$ cat config.mk
export PLATFORM = sky130hd
export DESIGN_NAME = pge_mac
export DESIGN_NICKNAME = d
export VERILOG_FILES = /design/src/hw/rtl/pge_pkg.sv /design/src/hw/rtl/pge_mac.sv
export SDC_FILE = /design/constraint.sdc
export NUM_CORES = 1
export LEC_CHECK = 0
export BUFFER_PORTS_ARGS = -buffer_cell sky130_fd_sc_hd__clkbuf_2
export CAP_MARGIN = 20
export CORE_UTILIZATION = 50
export CTS_CLUSTER_SIZE = 20
export DETAILED_ROUTE_END_ITERATION = 16
export GPL_TIMING_DRIVEN = 1
export MAX_ROUTING_LAYER = met4
export PLACE_DENSITY_LB_ADDON = 0.3
export SLEW_MARGIN = 20
export SYNTH_ARGS = -nofsm -noshare
export SYNTH_HDL_FRONTEND = slang
export SYNTH_SLANG_ARGS = --single-unit
$ cat constraint.sdc
create_clock -name clk -period 5.7 [get_ports clk]
set_input_delay 0.57 -clock clk [delete_from_list [all_inputs] [get_ports clk]]
set_output_delay 0.57 -clock clk [all_outputs]
set_load 0.01 [all_outputs]
$ cat src/hw/rtl/pge_pkg.sv
// Package for the pheromone grid explorer: types, codes and sizes.
// No dependencies.
package pge_pkg;
  localparam int GridRows = 64;
  localparam int GridCols = 64;
  localparam int RowW = 6;
  localparam int ColW = 6;
  localparam int AddrW = RowW + ColW;

  typedef enum logic [1:0] {
    OP_LOAD = 2'd0, OP_PLACE = 2'd1, OP_MOVE = 2'd2, OP_EVAP = 2'd3
  } op_t;

  typedef enum logic [1:0] {
    ST_OK = 2'd0, ST_WALL = 2'd1, ST_NOFREE = 2'd2, ST_RANGE = 2'd3
  } status_t;

  localparam logic [1:0] CellWall    = 2'd1;
  localparam logic [1:0] CellRobot   = 2'd2;
  localparam logic [1:0] CellVisited = 2'd3;

  typedef enum logic [2:0] {
    CFG_ROWS = 3'd0, CFG_COLS = 3'd1, CFG_NGAIN = 3'd2, CFG_CGAIN = 3'd3,
    CFG_EVAP = 3'd4
  } cfg_idx_t;

  typedef enum logic [3:0] {
    S_IDLE, S_SIMPLE, S_NRD, S_NWAIT, S_NMUL, S_NWR, S_CMUL, S_CWR,
    S_RMUL, S_RCMP, S_ESTEP, S_EWAIT, S_EMUL, S_EWR, S_DONE
  } state_t;

  typedef struct packed {
    logic [1:0]  status;
    logic [RowW-1:0] row;
    logic [ColW-1:0] col;
  } result_t;

  typedef struct packed {
    logic [1:0]  operation;
    logic [RowW-1:0] row;
    logic [ColW-1:0] col;
    logic [1:0]  cell_code;
    logic [15:0] random_value;
  } request_t;
endpackage

$ cat src/hw/rtl/pge_mac.sv
// Shared 17x17 multiplier with registered product.
// Uses pge_pkg only for style consistency.
module pge_mac import pge_pkg::*; (
  input  logic        clk,
  input  logic [16:0] a,
  input  logic [16:0] b,
  output logic [33:0] prod_r
);
  always_ff @(posedge clk) begin
    prod_r <= a * b;
  end
endmodule

-- Word-level counts from Yosys, hierarchy flattened
Index checks and enable logic that the tools add are counted.
- bits of input ports: 35
- word-level logic and storage cells: 2
- output and inout bits: 34
- register bits after elaboration: 34
- $mul: 1
- operators with widths (kind ; number):
    multiplier 17 x 17 -> 34 bit ; 1

-- Logic depth before layout (Yosys ltp)
Gate-level depths: netlist (run 1).
- word-level depth: 1
- depth in mapped cells: 21
- gate-level depth less buffers: 20

-- Least setup slack after synthesis (run 1)
No wires, ideal clock.
- path kind: input -> register
- start point: input port b[2]
- end point: register prod_r[32]
- stages on the path: 19
- path buffers: 2
- setup time: 0.091 ns
- slack: -0.039 ns
- arrival: 5.648 ns
- cells stage by stage: clkbuf_1 nand2_1 fa_1 fa_1 inv_1 fa_1 fa_1 fa_1 inv_1 fa_1 inv_1 ha_1 clkbuf_1 a21oi_1 o21a_1 nand2_1 a2111oi_2 o21ai_0 a311oi_1
- word-level cells in the longest chain between the ends: 1
- RTL lines (element ; line ; source):
    start, declared ; pge_mac.sv:6 ; input logic [16:0] b,
    multiplier 17 x 17 -> 34 bit ; pge_mac.sv:10 ; prod_r <= a * b;
    end signal, assigned ; pge_mac.sv:10 ;
    end, declared ; pge_mac.sv:7 ; output logic [33:0] prod_r
Every way passes these cells.

-- Worst setup path after layout (run 1)
- start point: input port a[10]
- end point: register prod_r[32]
- word-level cells in the longest chain between the ends: 1
- RTL lines (element ; line ; source):
    start, declared ; pge_mac.sv:5 ; input logic [16:0] a,
    multiplier 17 x 17 -> 34 bit ; pge_mac.sv:10 ;
Every way passes these cells.

==> results of run 1 <==
cell usage after synthesis, types with 2 or more instances:
cell       count
nand4_1        8
nand3_1       10
o21ai_1        3
ha_1         108
nor2b_1        2
o21ai_0       12
a2111oi_0      2
a21oi_1       29
fa_1         224
o21bai_1       3
or3_1          2
xor2_1         9
a211oi_1       3
nand2_1      193
o21a_1         5
a21o_1         6
a31oi_1        3
o211ai_1       4
dfxtp_1       34
and2_1       128
nor2_1        13
o2111ai_1      2
nor3b_1        3
o2111a_1       2
nor3_1         4
and3_1         3
xnor2_1       18
clkbuf_1      42
inv_1        289
final timing paths:
kind / startpoint / to / slack [ns] / cells after the start
setup / recovery: a[10] / prod_r[32] / 0.18 / 20
hold / removal: a[0] / prod_r[0] / 0.83 / 3
cell families after synthesis:
kind of cell / count (synthesis) / synth area share, %
AND/OR/NAND/NOR: 370 / 17.21
buffers and inverters: 331 / 11.97
flip-flops: 34 / 6.556
AO/OA/AOI/OAI: 87 / 5.676
adder cells (fa/ha/maj): 332 / 56.21
XOR/XNOR: 27 / 2.278
multiplexers: 1 / 0.1085
critical path: cells and delay by family:
kind / cells / cell delay (ns)
buf+inv: 7 / 0.81
simple gates: 3 / 0.29
compound gates: 3 / 0.77
fa+ha+maj: 7 / 3.30
layout make-up:
cell class | count | area [um2]
multi-input combinational | 817 | 8630
inverter | 289 | 1085
sequential | 34 | 680.7
tap | 270 | 337.8
clock buffer | 5 | 125.1
timing repair buffer | 188 | 1295
fill | 1798 | 8078
clock inverter | 3 | 68.82
cells in the final DEF (no fill, tap or decap), drive strengths merged, types with 3 or more instances in the layout:
cell and instances:
o211ai 4, a21oi 30, ha 108, o21bai 3, xnor2 18, nand4 8
and2 128, clkbuf 64, a31oi 3, nor3 4, a21o 6, xor2 9
inv 289, a211oi 3, o21ai 15, buf 129, o21a 5, nand2 193
nor3b 3, dfxtp 34, a2111oi 3, nand3 10, fa 224, nor2 13
and3 3
stage by stage:
stage / area (um2) / setup slack, ns / setup TNS [ns]
finish: 12220 / 0.1846 / 0
global route: 12220 / -0.02018 / -0.03562
CTS: 12040 / 0.02350 / 0
detailed placement: 11830 / -0.3835 / -3.719
global placement: 11830 / -0.3042 / -2.418
floorplan: 10390 / 0.001466 / 0
routing by layer:
layer  wire length [um]  global-route usage (%)
met2              13410                   45.00
met4                764                   8.542
met1               9400                   27.89
met3                800                   2.406
met5                  0                       -
timing repair:
item / CTS / global route
setup endpoints to repair: 5 / 16
pin swaps: 0 / 9
gates resized for setup: 7 / 63
==> impl_metrics.csv, run 1 <==
group,metric,value,unit
critical_path,crit_type,"in -> reg",
final_layout,diodes,0,
sta,final-max-slew-violation-count,0,
sta,relSlewSlack,68.08,%
yosys,ys.flop_type,"dfxtp_1",
critical_path,path_cells,"clkbuf_4 > buf_4 > nand2_1 > fa_1 > inv_1 > fa_1 > fa_1 > fa_1 > fa_1 > inv_1 > fa_1 > inv_1 > ha_1 > buf_4 > nand2_1 > nor4_1 > buf_4 > a2111oi_4 > o21ai_2 > a311oi_1",
critical_path,crit_fanout,10,
detailed_routing,via_count,8246,
cts,cts_sinks,34,
floorplanning,ioPinCount,69,
final_layout,areaGrowthSynthToFinish,17.71,%
yosys,ys_ff_latch,34,
floorplanning,row_count,52,
cts,cts_root_buf,"clkbuf_16",
cts,cts_max_level,2,
floorplanning,die-area,21350,um2
global_routing,gr-total-overflow,0,
sta,max_freq,181.3,MHz
floorplanning,start_util,51.15,%
global_routing,antenna_found_initial,0,
detailed_routing,via_per_inst,5.134,
cts,cts-hold-fix-buffers,0,
place,placed_cells,1598,
yosys,async_flop_share,0,%
run_status,status,"finished clean",
yosys,synth_top_area_share,43.19,%
cts,cts_tree,"built",
global_routing,grt_pass1_wl,40450,um
yosys,yosysUniqueCellTypes,47,
global_routing,grt_usage,24.56,%
yosys,yosys-top-cells-area,"fa_1 43%, ha_1 13%, inv_1 10%, and2_1 7.7%, nand2_1 7.0%",
yosys,yosysTopAreaCell,"fa_1",
cts,cts_buffers,5,
job,max_cap_violations,0,
critical_path,worstPathRequired,5.91,ns
yosys,synthesis.nets,1549,
detailed_routing,drtIter0Drc,315,
final_layout,max_flop_register,"prod_r",
place,gp_congestion,0.9127,
critical_path,crit_path_frequent_cell,"fa_1",
detailed_routing,drt_wl_total,24370,um
critical_path,critPathSlowestCell,"fa_1",
yosys,synth_area,10380,um2
sta,finalSetupViolCount,0,
sta,worstMarginPinSlew,0.4760,ns
yosys,ys_seq_area_share,6.556,%
floorplanning,core-area,20300,um2
critical_path,startpoint_type,"input port",
final_layout,utilization,60.21,%
floorplanning,fp.dieH,146.1,um
sta,timing.hold.ws,0.8348,ns
detailed_routing,wire_per_inst,15.18,um
critical_path,cp-end-kind,"flip-flop",
place,hpwl,21190,um
min_path,hp-class,"in -> reg",
final_layout,layout.cells.non_filler,1606,
detailed_routing,postRouteAntennaNets,0,
final_layout,drive_gt1_share,17.22,%
detailed_routing,drc_errors,0,
yosys,synth_edf_count,0,
floorplanning,dieWidth,146.1,um
detailed_routing,first_pass_iters,5,
global_routing,grt_pass1_vias,8785,
sta,fin_crit_sh,96.76,%
sta,hold_viol_final,0,
yosys,synth.avg_cell_area,8.784,um2
cts,post_cts.repair.setup_buffers,0,
final_layout,reg.largest.list,"prod_r (34)",
critical_path,crit_arrival,5.72,ns
yosys,ys_warn_count,0,
global_routing,grt_max_degree,18,
place,io_buffers,68,
final_layout,largest_register_ff_count,34,
final_layout,nNetsFinal,1702,
critical_path,critPathMaxStageDelay,0.56,ns
yosys,syn_inst,1182,
cts,clk_pin_slew,0.06,ns
cts,max-clock-path-buffers,2,
sta,min_period,5.515,ns
Power of run 1 is not shown: default switching activity piles up to over one toggle a cycle in this logic, so the estimate is an artifact.
==> run 2, diff against run 1 <==
Clock period 5.7 ns to 6.12 ns, I/O delays scaled along.
==> run 2 against run 1 <==
Net effect:
- die area stayed put
- utilization shrank 3.9 points
- critical path depth shrank 1
- cell area down 6.5%
- setup slack better by 0.13 ns
- global-route usage fell by 0.57 points
- sequential share of layout area grew 0.39 points
- first-iteration DRC count grew 16%
- non-clock buffer count decreased by 77
- critical path type unchanged
- largest cell class unchanged
==> impl_metrics.csv, run 2 (same netlist as run 1, synthesis figures left out) <==
group,metric,value,unit
cts,cts-hold-fix-buffers,0,
floorplanning,die-area,21350,um2
final_layout,layout_common_cells,"289 x inv_1, 224 x fa_1, 193 x nand2_1",
detailed_routing,drt_wl_total,23300,um
floorplanning,row_count,52,
cts,cts_resized,0,
cts,cts_max_level,2,
global_routing,grt_pass1_vias,8271,
min_path,hold_depth,2,
global_routing,grt_usage,23.99,%
cts,cts_tree,"built",
critical_path,worstPathRequired,6.35,ns
floorplanning,core-area,20300,um2
sta,fin_crit_sh,94.84,%
floorplanning,fp.dieH,146.1,um
sta,timing.hold.ws,0.8581,ns
final_layout,layout.cells.non_filler,1529,
detailed_routing,via_per_inst,5.191,
critical_path,startpoint_type,"input port",
run_status,status,"finished clean",
detailed_routing,drc_errors,0,
detailed_routing,first_pass_iters,6,
place,gp_congestion,0.8955,
detailed_routing,postRouteAntennaNets,0,
cts,post_cts.repair.setup_buffers,0,
place,io_buffers,68,
global_routing,antenna_found_initial,0,
sta,max_freq,172.3,MHz
cts,cts_root_buf,"clkbuf_16",
sta,rsz0062_at_grt,"false",
floorplanning,start_util,51.15,%
sta,layout_setup_ws,0.3159,ns
sta,hold_viol_final,0,
sta,relSlewSlack,70.85,%
final_layout,areaGrowthSynthToFinish,10.04,%
floorplanning,dieWidth,146.1,um
min_path,hold_end,"prod_r[0]",
place,placed_cells,1521,
detailed_routing,via_count,7937,
final_layout,nNetsFinal,1625,
final_layout,reg.largest.list,"prod_r (34)",
min_path,min-delay-start,"b[0]",
job,max_cap_violations,0,
min_path,hp-class,"in -> reg",
detailed_routing,wire_per_inst,15.24,um
floorplanning,ioPinCount,69,
final_layout,layout_commonest_cell,"inv_1",
sta,min_period,5.804,ns
critical_path,crit_fanout,17,
cts,cts_sinks,34,
cts,clk_pin_slew,0.07,ns
global_routing,grt_max_degree,18,
global_routing,grt_pass1_wl,39450,um
global_routing,gr-total-overflow,0,
final_layout,utilization,56.28,%
sta,final-max-slew-violation-count,0,
detailed_routing,drtIter0Drc,365,
sta,worstMarginPinSlew,0.4333,ns
final_layout,drive_gt1_share,10.09,%
sta,finalSetupViolCount,0,
final_layout,largest_register_ff_count,34,
place,pre_cts_slack,-0.01039,ns
cts,cts_buffers,5,
critical_path,crit_type,"in -> reg",
cts,max-clock-path-buffers,2,
critical_path,cp-end-kind,"flip-flop",
place,hpwl,20360,um
final_layout,max_flop_register,"prod_r",
critical_path,crit_arrival,6.04,ns
final_layout,diodes,0,
## run 2: changes by cell type in the layout (fill, tap and decap cells not counted), moves of 3 or more
cell	before	now
clkbuf_2	49	68
and2_1	125	128
a21oi_1	22	28
and2_4	3	0
buf_2	9	0
buf_4	117	43
ha_1	103	108
o21ai_0	8	12
ha_4	5	0
a21oi_2	8	2
clkbuf_4	10	0
## run 2: per-layer routing
layer  GRT usage, %  vias up  wire [um]
met5              -        -          0
met1          28.27     4060       9097
li1               -     3661          -
met2          43.33      176      12750
met3          2.250       40        907
met4          7.240        0        547
## run 2: how the worst max path moves through the flow
stage | to | start | depth (start not counted) | slack, ns
2_1_floorplan | prod_r[32] | b[2] | 19 | 0.34
4_1_cts | prod_r[32] | a[9] | 19 | 0.28
3_3_place_gp | prod_r[26] | a[8] | 20 | 0.06
5_1_grt | prod_r[27] | a[6] | 18 | 0.01
3_5_place_dp | prod_r[30] | a[8] | 20 | -0.01
6_report | prod_r[31] | b[5] | 19 | 0.32
## run 2: layout make-up
type,count,area [um2]
clock buffer,5,125.1
clock inverter,3,68.82
fill,1889,8875
inverter,289,1085
multi-input combinational,817,8464
sequential,34,680.7
tap,270,337.8
timing repair buffer,111,663.1
## run 2: per-stage QoR
stage                      TNS, ns  cell area, um2
final                            0           11420
after global routing             0           11420
after CTS                        0           11420
after detailed placement  -0.03004           11230
after global placement           0           11230
after floorplan                  0           10380
## run 2: critical path, cell delays in order
cell and delay, ns:
clkbuf_2 0.23, and2_1 0.25, fa_1 0.53, inv_1 0.05, fa_1 0.45, fa_1 0.50, fa_1 0.59, inv_1 0.06
fa_1 0.47, inv_1 0.05, fa_1 0.47, inv_1 0.04, ha_1 0.38, nand4_1 0.13, a21oi_2 0.19, a221oi_2 0.11
o31a_1 0.38, o41ai_2 0.37, xor2_1 0.17
Power of run 2 is left out for the same reason.
